### src/hw/rtl/qpa_pkg.sv
`default_nettype none
package qpa_pkg;
    localparam int QW = 16;
    localparam int OW = 17;
    // gravity magnitudes after the shift by 2 fit in 31 bits
    localparam int GW = 32;
    localparam int SW = 64;
    localparam int RW = 32;
    localparam int CW = 34;
    localparam int AW = 36;
    localparam int ATAN_DEPTH = 32;
    localparam longint RAD30_TO_DEG24 = 64'sd961263669;

    typedef logic signed [QW-1:0] t_quat;

    function automatic logic signed [AW-1:0] atan_q30(input logic [4:0] i);
        logic signed [AW-1:0] v;
        case (i)
            5'd0: v = 36'sh03243F6A8;
            5'd1: v = 36'sh01DAC6705;
            5'd2: v = 36'sh00FADBAFC;
            5'd3: v = 36'sh007F56EA6;
            5'd4: v = 36'sh003FEAB76;
            5'd5: v = 36'sh001FFD55B;
            5'd6: v = 36'sh000FFFAAA;
            5'd7: v = 36'sh0007FFF55;
            5'd8: v = 36'sh0003FFFEA;
            5'd9: v = 36'sh0001FFFFD;
            5'd10: v = 36'sh0000FFFFF;
            5'd11: v = 36'sh00007FFFF;
            5'd12: v = 36'sh00003FFFF;
            5'd13: v = 36'sh00001FFFF;
            5'd14: v = 36'sh00000FFFF;
            5'd15: v = 36'sh000007FFF;
            5'd16: v = 36'sh000003FFF;
            5'd17: v = 36'sh000001FFF;
            5'd18: v = 36'sh000000FFF;
            5'd19: v = 36'sh0000007FF;
            5'd20: v = 36'sh0000003FF;
            5'd21: v = 36'sh0000001FF;
            5'd22: v = 36'sh0000000FF;
            5'd23: v = 36'sh00000007F;
            5'd24: v = 36'sh00000003F;
            5'd25: v = 36'sh00000001F;
            5'd26: v = 36'sh00000000F;
            5'd27: v = 36'sh000000007;
            5'd28: v = 36'sh000000003;
            5'd29: v = 36'sh000000001;
            default: v = '0;
        endcase
        return v;
    endfunction
endpackage
`default_nettype wire

### src/hw/rtl/qpa_cordic_cell.sv
`default_nettype none
// one vectoring rotation step
module qpa_cordic_cell #(
    parameter int STEP = 0
) (
    input  wire                          i_clk,
    input  wire                          i_en,
    input  wire signed [qpa_pkg::CW-1:0] i_x,
    input  wire signed [qpa_pkg::CW-1:0] i_y,
    input  wire signed [qpa_pkg::AW-1:0] i_ang,
    output logic signed [qpa_pkg::CW-1:0] o_x,
    output logic signed [qpa_pkg::CW-1:0] o_y,
    output logic signed [qpa_pkg::AW-1:0] o_ang
);
    import qpa_pkg::*;
    localparam logic signed [AW-1:0] ATAN = atan_q30(5'(STEP));
    logic signed [CW-1:0] dx, dy;
    always_comb begin
        dx = i_y >>> STEP;
        dy = i_x >>> STEP;
    end
    always_ff @(posedge i_clk) begin
        if (i_en) begin
            if (i_y > 0) begin
                o_x   <= i_x + dx;
                o_y   <= i_y - dy;
                o_ang <= i_ang + ATAN;
            end else begin
                o_x   <= i_x - dx;
                o_y   <= i_y + dy;
                o_ang <= i_ang - ATAN;
            end
        end
    end
endmodule
`default_nettype wire

### config.mk
export PLATFORM = sky130hd
export DESIGN_NAME = qpa_cordic_cell
export DESIGN_NICKNAME = d
export VERILOG_FILES = /design/src/hw/rtl/qpa_pkg.sv /design/src/hw/rtl/qpa_cordic_cell.sv
export SDC_FILE = /design/constraint.sdc
export NUM_CORES = 1
export LEC_CHECK = 0
export BUFFER_PORTS_ARGS = -buffer_cell sky130_fd_sc_hd__clkbuf_2
export CAP_MARGIN = 30
export CORE_MARGIN = 2
export CORE_UTILIZATION = 57
export CTS_BUF_LIST = sky130_fd_sc_hd__clkbuf_16
export DETAILED_ROUTE_END_ITERATION = 10
export PLACE_DENSITY = 0.82
export SYNTH_ARGS = -nofsm -noshare
export SYNTH_HDL_FRONTEND = slang
export SYNTH_SLANG_ARGS = --single-unit
### constraint.sdc
create_clock -name i_clk -period 5 [get_ports i_clk]
set_input_delay 0.25 -clock i_clk [delete_from_list [all_inputs] [get_ports i_clk]]
set_output_delay 0.25 -clock i_clk [all_outputs]
set_load 0.02 [all_outputs]
==> results.md <==
- Pre-antenna DRT Iters: 6
- Critical path required time: 5120 ps
- CP Buf/Inv Count: 2
- Die W: 140.4 um
- CP Capture Type: flop
- Top_reg_cell synth: edfxtp_1
- Critical path depth in cells: 14
- Level count of the clock H-tree: 3
- Post-synth EDFFs: 103
- Worst-path maximum fanout: 25
- Tmin final: 4286 ps
- Endpoints failing setup: 0
- Vias per cell: 6.194
- Area Overhead vs Synth: 13.41%
- Synthesized instance count: 1219
- Avg WL per Cell: 19.87 um
- Via Count: 10110
- GRT overflow: 0
- WHS Endpoint: o_ang[2]
- Hold Path Origin: i_ang[2]
- Hold Buf Count CTS: 0
- Most numerous cell in the Yosys netlist: a21oi_1
- Synth async-reset ratio: 0
- Hold path depth: 1
- Most frequent CP cell: a211oi_2
- CTS tree: done
- Routed Antenna Nets: 0
- Total GRT Usage: 0.3237
- CP top delay family: compound AO/OA/AOI/OAI gates
- Largest cells by area after synthesis: edfxtp_1 29%, ha_1 15%, a21oi_1 7.1%, xnor2_1 6.7%, inv_1 3.6%
- Antenna violations before repair: 0
- Final setup TNS: 0 ps
- Slew Limit Fails: 0
- Total wire length: 32420 um
- Startpoint Class: input pin
- Largest net degree at the start of global routing: 59
- Placer Congestion: 0.9730
- Filler cells: 1556
- Worst hold slack: 60.50 ps
- CP peak stage delay: 580 ps
- Clock Path Buffers: 2
- Inserted Clock Buffers: 9
- Initial core utilization: 0.5866
- Post-synth net total: 1460
- # Post-CTS Setup Buffers: 0
- First-pass GRT wire length: 50490 um
- Area share of the largest cell type after synthesis: 0.2915
- Status: complete, no violations
- Die Y: 140.4 um
- Total power: 3.336 mW
- Nets: 1640
- PwrDens: 277.3 nW/um^2
- WS Path Type: in2reg
- Layout cells sized above 1: 0.1932
- Number of global-route vias before repair: 9465
- Area leader, netlist: edfxtp_1
- I/O pins: 210
- TritonCTS Sinks: 103
- Worst Hold Class: in2reg
- Root buffer cell: clkbuf_16
- DR DRC count: 0
- Unrepaired setup endpoints after global routing: false
- Clock Pin Slew Worst Setup and Hold Paths: 80 ps
- Fin crit share: 0.8572
- Die ar.: 19720 um^2
- N_diodes: 0
- VDD IR max: 0.1678 mV
- Worst rel slew slack: 0.4874
- DR iter-0 viols: 880
- Fmax: 0.2333 GHz
- Seq cells post-synth: 103
- Port Buffer Count: 209
- Count of cell types in the netlist: 79
- Syn Area/Cell: 8.703 um^2
- Crit path DAT: 4400 ps
- Sequential area share after synthesis: 0.2915
- Synth Cell Area: 10610 um^2
- Critical path's slowest cell: nor4_1
- P_leak: 5.457 nW
- Yosys warnings: 0
- Core box area: 18090 um^2
- Row cnt: 49
- CP Cell Sequence: clkbuf_2, nor4_1, nand4_1, o41ai_4, inv_2, ha_1, and3_1, a221oi_2, o211ai_1, a211oi_2, a211oi_2, o21ai_1, o31ai_2, a311o_1
- Maxcap violations: 0
- Worst-Margin Slew: 758.2 ps
- Post-synth top cells: 151 x a21oi_1, 131 x ha_1, 103 x edfxtp_1, 103 x inv_1, 84 x nor2_1
- Post_cts resized: 0
- Final hold violation count: 0
- DP HPWL: 25800 um
[sequential cells by signal (all words and copies together), names as in the netlist]
| signal | cells |
|---|---|
| o_y | 33 |
| o_ang | 36 |
| o_x | 34 |
[how the worst max path moves through the flow]
stage,start,to
after floorplan,i_y[30],o_ang[34]
after global routing,i_y[7],o_ang[34]
after CTS,i_y[7],o_ang[34]
final,i_y[7],o_ang[34]
after global placement,i_y[7],o_ang[34]
after detailed placement,i_y[7],o_ang[34]
[power by group]
group | internal (mW) | switching [mW]
clock | 0.345 | 0.372
sequential | 1.15 | 0.0427
combinational | 0.505 | 0.924
[placed cells by master, fill, tap and decap left out, drive strengths merged, types with 4 or more instances in the layout]
master / Yosys / final
a21boi: 6 / 6
nand4: 16 / 16
a21o: 34 / 34
or3: 5 / 5
xnor2: 81 / 81
nor4: 16 / 16
or2: 8 / 8
nor3: 24 / 24
nand2: 72 / 72
ha: 131 / 131
nand2b: 9 / 9
o221ai: 7 / 7
o31ai: 7 / 7
nand3b: 4 / 4
mux2i: 15 / 15
nor2: 84 / 84
or4: 9 / 9
a2111oi: 6 / 6
o41ai: 6 / 6
nor2b: 11 / 11
inv: 114 / 116
nand3: 20 / 20
and3: 6 / 6
a31oi: 8 / 8
fa: 4 / 4
o211ai: 9 / 9
a21oi: 153 / 153
xor2: 14 / 14
a221oi: 5 / 5
buf: 33 / 6
a211o: 4 / 4
edfxtp: 103 / 103
clkbuf: 12 / 217
a211oi: 16 / 16
o21ai: 93 / 93
o21a: 12 / 12
o21bai: 21 / 21
[area by class of cell]
class                           instances  area, um^2  share of cell area
Sequential cell                       103        3093              0.2571
Clock buffer                            9       225.2             0.01872
Multi-Input combinational cell        957        6858              0.5700
Timing Repair Buffer                  214        1086             0.09027
Inverter                              114       427.9             0.03557
Clock inverter                          6       55.05            0.004576
Tap cell                              229       286.5             0.02381
[per-stage QoR]
| step | cells | utilization | setup slack [ps] | cell area [um^2] |
|---|---|---|---|---|
| final | 1632 | 0.6652 | 714.0 | 12030 |
| after global routing | 1632 | 0.6652 | 379.2 | 12030 |
| after CTS | 1632 | 0.6652 | 793.6 | 12030 |
| after detailed placement | 1617 | 0.6497 | 435.9 | 11750 |
| after global placement | 1617 | 0.6497 | 524.1 | 11750 |
| after floorplan | 1219 | - | 932.1 | 10610 |
[cells by family after synthesis]
group | share of synthesized area
AO/OA/AOI/OAI | 0.2552
AND/OR/NAND/NOR | 0.1355
buffers and inverters | 0.06203
adder cells (fa/ha/maj) | 0.1620
flip-flops | 0.2915
XOR/XNOR | 0.07843
multiplexers | 0.01521
[metal layers]
layer  wire [um]  share of wire  vias to the layer above  track usage
met5           0              0                        -            0
li1            -              -                     4811            -
met3        2530          0.078                       63      0.04103
met4        1038          0.032                        0       0.1127
met2       14540           0.45                      500       0.5163
met1       14320           0.44                     4734       0.4555
Power figures use the tool's default switching activity.
