## src/hw/rtl/qpa_pkg.sv

```systemverilog
`default_nettype none
package qpa_pkg;
    localparam int QW = 16;
    localparam int OW = 17;
    // gravity magnitudes after the shift by 2 fit in 31 bits
    localparam int GW = 32;
    localparam int SW = 64;
    localparam int RW = 32;
    localparam int CW = 34;
    localparam int AW = 36;
    localparam int ATAN_DEPTH = 32;
    localparam longint RAD30_TO_DEG24 = 64'sd961263669;

    typedef logic signed [QW-1:0] t_quat;

    function automatic logic signed [AW-1:0] atan_q30(input logic [4:0] i);
        logic signed [AW-1:0] v;
        case (i)
            5'd0: v = 36'sh03243F6A8;
            5'd1: v = 36'sh01DAC6705;
            5'd2: v = 36'sh00FADBAFC;
            5'd3: v = 36'sh007F56EA6;
            5'd4: v = 36'sh003FEAB76;
            5'd5: v = 36'sh001FFD55B;
            5'd6: v = 36'sh000FFFAAA;
            5'd7: v = 36'sh0007FFF55;
            5'd8: v = 36'sh0003FFFEA;
            5'd9: v = 36'sh0001FFFFD;
            5'd10: v = 36'sh0000FFFFF;
            5'd11: v = 36'sh00007FFFF;
            5'd12: v = 36'sh00003FFFF;
            5'd13: v = 36'sh00001FFFF;
            5'd14: v = 36'sh00000FFFF;
            5'd15: v = 36'sh000007FFF;
            5'd16: v = 36'sh000003FFF;
            5'd17: v = 36'sh000001FFF;
            5'd18: v = 36'sh000000FFF;
            5'd19: v = 36'sh0000007FF;
            5'd20: v = 36'sh0000003FF;
            5'd21: v = 36'sh0000001FF;
            5'd22: v = 36'sh0000000FF;
            5'd23: v = 36'sh00000007F;
            5'd24: v = 36'sh00000003F;
            5'd25: v = 36'sh00000001F;
            5'd26: v = 36'sh00000000F;
            5'd27: v = 36'sh000000007;
            5'd28: v = 36'sh000000003;
            5'd29: v = 36'sh000000001;
            default: v = '0;
        endcase
        return v;
    endfunction
endpackage
`default_nettype wire

```

## src/hw/rtl/qpa_sqrt_cell.sv

```systemverilog
`default_nettype none
// one restoring square root step: two bits of radicand per cell
module qpa_sqrt_cell #(
    parameter int STEP = 0
) (
    input  wire                   i_clk,
    input  wire                   i_en,
    input  wire [qpa_pkg::SW-1:0] i_rem,
    input  wire [qpa_pkg::SW-1:0] i_res,
    output logic [qpa_pkg::SW-1:0] o_rem,
    output logic [qpa_pkg::SW-1:0] o_res
);
    import qpa_pkg::*;
    localparam logic [SW-1:0] BIT = SW'(1) << (62 - 2 * STEP);
    logic [SW-1:0] n_rem, n_res, trial;
    always_comb begin
        trial = i_res + BIT;
        if (i_rem >= trial) begin
            n_rem = i_rem - trial;
            n_res = (i_res >> 1) + BIT;
        end else begin
            n_rem = i_rem;
            n_res = i_res >> 1;
        end
    end
    always_ff @(posedge i_clk) begin
        if (i_en) begin
            o_rem <= n_rem;
            o_res <= n_res;
        end
    end
endmodule
`default_nettype wire

```

## config.mk

```make
export PLATFORM = sky130hd
export DESIGN_NAME = qpa_sqrt_cell
export DESIGN_NICKNAME = d
export VERILOG_FILES = /design/src/hw/rtl/qpa_pkg.sv /design/src/hw/rtl/qpa_sqrt_cell.sv
export SDC_FILE = /design/constraint.sdc
export NUM_CORES = 1
export LEC_CHECK = 0
export BUFFER_PORTS_ARGS = -buffer_cell sky130_fd_sc_hd__buf_4
export CORE_ASPECT_RATIO = 0.75
export CORE_MARGIN = 4
export CORE_UTILIZATION = 45
export CTS_CLUSTER_SIZE = 24
export DETAILED_ROUTE_END_ITERATION = 8
export GPL_TIMING_DRIVEN = 0
export PLACE_DENSITY = 0.7
export SETUP_SLACK_MARGIN = 0.2
export SLEW_MARGIN = 20
export SYNTH_ARGS = -nofsm -noshare
export SYNTH_HDL_FRONTEND = slang
export SYNTH_SLANG_ARGS = --single-unit
export TNS_END_PERCENT = 100
```

## constraint.sdc

```tcl
create_clock -name i_clk -period 4.2 [get_ports i_clk]
set_clock_uncertainty 0.2 [all_clocks]
set_input_delay 0.42 -clock i_clk [delete_from_list [all_inputs] [get_ports i_clk]]
set_output_delay 0.42 -clock i_clk [all_outputs]
set_load 0.01 [all_outputs]
```

==> metrics.csv <==
metric;value;unit
status;complete, no violations;
Post-Syn Nets;1080;
Post-Place Cells;1390;
CTS buffer count;17;
Non-Filler Instances;1480;
die area;21430;um^2
share of cells above drive strength 1;0.2587;
Tot Pwr;4460;uW
sw frac;0.2954;
Routed WL;26.59;mm
Internal;3142;uW
vias per cell;5.436;
Hold Slack;18.14;ps
I/O pins;258;
first-pass iteration count of the detailed router;7;
Detail Route Antenna Nets;0;
critical path endpoint;o_rem[56];
Post-synth ARST share;0;
Root Buffer;clkbuf_16;
Setup Crit Path Kind;input pin to flop;
IO Port Bufs;257;
Cells after Synth;885;
#FFs+latches synth;128;
initial antenna violation count;0;
area share of the largest cell type after synthesis;0.4464;
critical path launch point;i_res[33];
crit start category;input pin;
Die Y;127.8;um
post-synth cell types;58;
mapped cell area;8610;um^2
final net count;1418;
Starting Density;0.4625;
combinational share of power;0.307;
gr ovfl total;0;
normalized max-slew margin;0.5073;
first-pass GRT wire length;41.61;mm
max_cap viols;0;
Mean Syn Cell Area;9.728;um^2
vias post-DR;8046;
FMAX;265.3;MHz
Global Route Usage Sum;0.2423;
CTS tree;done;
Post-synth EDFFs;128;
Slew Viols, Final;0;
Hold Fails Final Rpt;0;
area grow syn2layout;40.15;%
initial drt markers;716;
period utilization;0.8974;
Synth Flop Type;edfxtp_1;
CP max FO;10;
dpl hpwl;20.19;mm
Critical Path RT;4150;ps
Placer Congestion;0.9296;
pin count of the biggest net entering global routing;73;
Slew @ Worst Pin;731.3;ps
Tmin final;3769;ps
Hold WC Path Type;input pin to flop;
switching pwr;1318;uW
H-Tree Depth;4;
synth top area cells;edfxtp_1, ha_1, a21oi_1;
die width;167.7;um
Max Buffers Root-to-Sink;2;
crit path DAT;3720;ps
Static Leakage;0.005491;uW
sequential area share after synthesis;0.4464;
Final Core Density;0.6482;
final setup fails;0;
Max rail drop VDD;0.2583;mV
Clk network pwr share;0.325;
DRC;0;
clock sink count;128;
RSZ-0062 raised after global routing;no;
area leader, netlist;edfxtp_1;
vias in the first global route;7702;
Power Dens Cells;369.6;nW/um^2
warnings from Yosys;0;
Setup crit end kind;flop;
core area;18620;um^2
Antenna diodes;0;
num rows;43;
Wirelength per Cell;17.97;um
clk slew on worst S/H paths;60;ps
sequential group share of total power;0.368;
-- how the worst min path moves through the flow --
| stage | from | endpoint | depth (start not counted) | slack (ps) |
|---|---|---|---|---|
| 6_report | i_res[62] | o_res[61] | 1 | 20 |
| 5_1_grt | i_res[62] | o_res[61] | 1 | 8 |
| 4_1_cts | i_res[62] | o_res[61] | 1 | 8 |
| 3_5_place_dp | i_res[30] | o_res[29] | 1 | 410 |
| 3_3_place_gp | i_res[56] | o_res[55] | 1 | 410 |
| 2_1_floorplan | i_res[1] | o_res[0] | 0 | 320 |
-- cell families after synthesis --
kind of cell,after synthesis,share of synthesized area
flops,128,0.4464
simple gates,234,0.1318
xor+xnor,56,0.05697
fa+ha+maj,65,0.09534
compound gates,272,0.1981
mux,15,0.01947
buf+inv,115,0.05188
-- timing repair --
item | 4_1_cts | 5_1_grt
pin swaps | 0 | 2
hold buffers | 60 | 0
buffers inserted | 0 | 1
gates resized for setup | 2 | 8
endpoints found under the hold margin | 60 | 0
setup endpoints to repair | 19 | 61
-- sequential cells by signal, indices dropped and copies added (netlist names) --
register / flops
o_res: 64
o_rem: 64
-- power by group through the flow --
| stage | Clock, uW | Combinational [uW] | Sequential, uW |
|---|---|---|---|
| 2_1_floorplan | 0 | 656 | 1740 |
| 3_3_place_gp | 0 | 1280 | 1660 |
| 3_5_place_dp | 0 | 1300 | 1670 |
| 4_1_cts | 1470 | 1350 | 1640 |
| 5_1_grt | 1530 | 1490 | 1660 |
| 6_report | 1450 | 1370 | 1640 |
-- stage by stage --
step,instance area (um^2),TNS [ps],setup slack [ps]
finish,12070,0,431.0
detailed placement,10880,-11480,-359.2
global placement,10850,-9236,-347.4
global route,12070,0,212.0
CTS,12050,0,234.3
floorplan,8610,0,720.1
-- cells in the final DEF (no fill, tap or decap), types with 27 or more instances in the layout --
cell / synthesis / layout
a21o_1: 49 / 49
clkbuf_1: 25 / 27
edfxtp_1: 128 / 128
a21oi_1: 111 / 110
inv_1: 78 / 78
xnor2_1: 36 / 36
nor2_1: 82 / 82
dlygate4sd3_1: 0 / 60
buf_4: 0 / 257
o21ai_0: 40 / 37
ha_1: 64 / 64
nand2_1: 52 / 52
-- cell usage after synthesis (4+ instances only) --
master	n
mux2_1	4
nand3_1	14
ha_1	64
a41oi_1	5
a211oi_1	4
nand4_1	18
or2_2	4
xnor2_1	36
inv_1	78
edfxtp_1	128
nor3_1	11
mux2_2	10
nor2b_1	10
o21a_1	7
xor2_1	20
a31oi_1	7
and3_1	13
o211ai_1	7
nand2_1	52
and2_1	10
nor2_1	82
buf_2	11
o21bai_1	11
clkbuf_1	25
a21o_1	49
a21oi_1	111
o21ai_0	40
or3_1	4
o31a_1	5
a21boi_0	5
-- layout make-up --
type                            count  area, um^2
Buffer                             37       158.9
Clock buffer                       21       440.4
Clock inverter                      8       116.4
Fill cell                        1520        6549
Inverter                           78       292.8
Multi-Input combinational cell    642        4337
Sequential cell                   128        3844
Tap cell                          247       309.0
Timing Repair Buffer              319        2569
-- worst max-delay path, stage by stage --
cell and delay (ps):
dlygate4sd3_1 530, buf_4 120, inv_1 40, ha_1 370, a21o_1 220, a21o_1 170
a21o_1 180, a21oi_1 150, o21ai_1 140, a2111oi_2 480, o41ai_4 200, clkbuf_4 270
buf_2 250, nor2_1 110, a21oi_1 60
-- routing by layer --
metal | global-route usage | up-vias | share of wire
met4 | 0.05725 | 0 | 0.015
met2 | 0.3629 | 319 | 0.43
met1 | 0.3473 | 3803 | 0.46
met3 | 0.07367 | 27 | 0.088
li1 | - | 3897 | -
met5 | 0 | - | 0
Power figures use the tool's default switching activity.
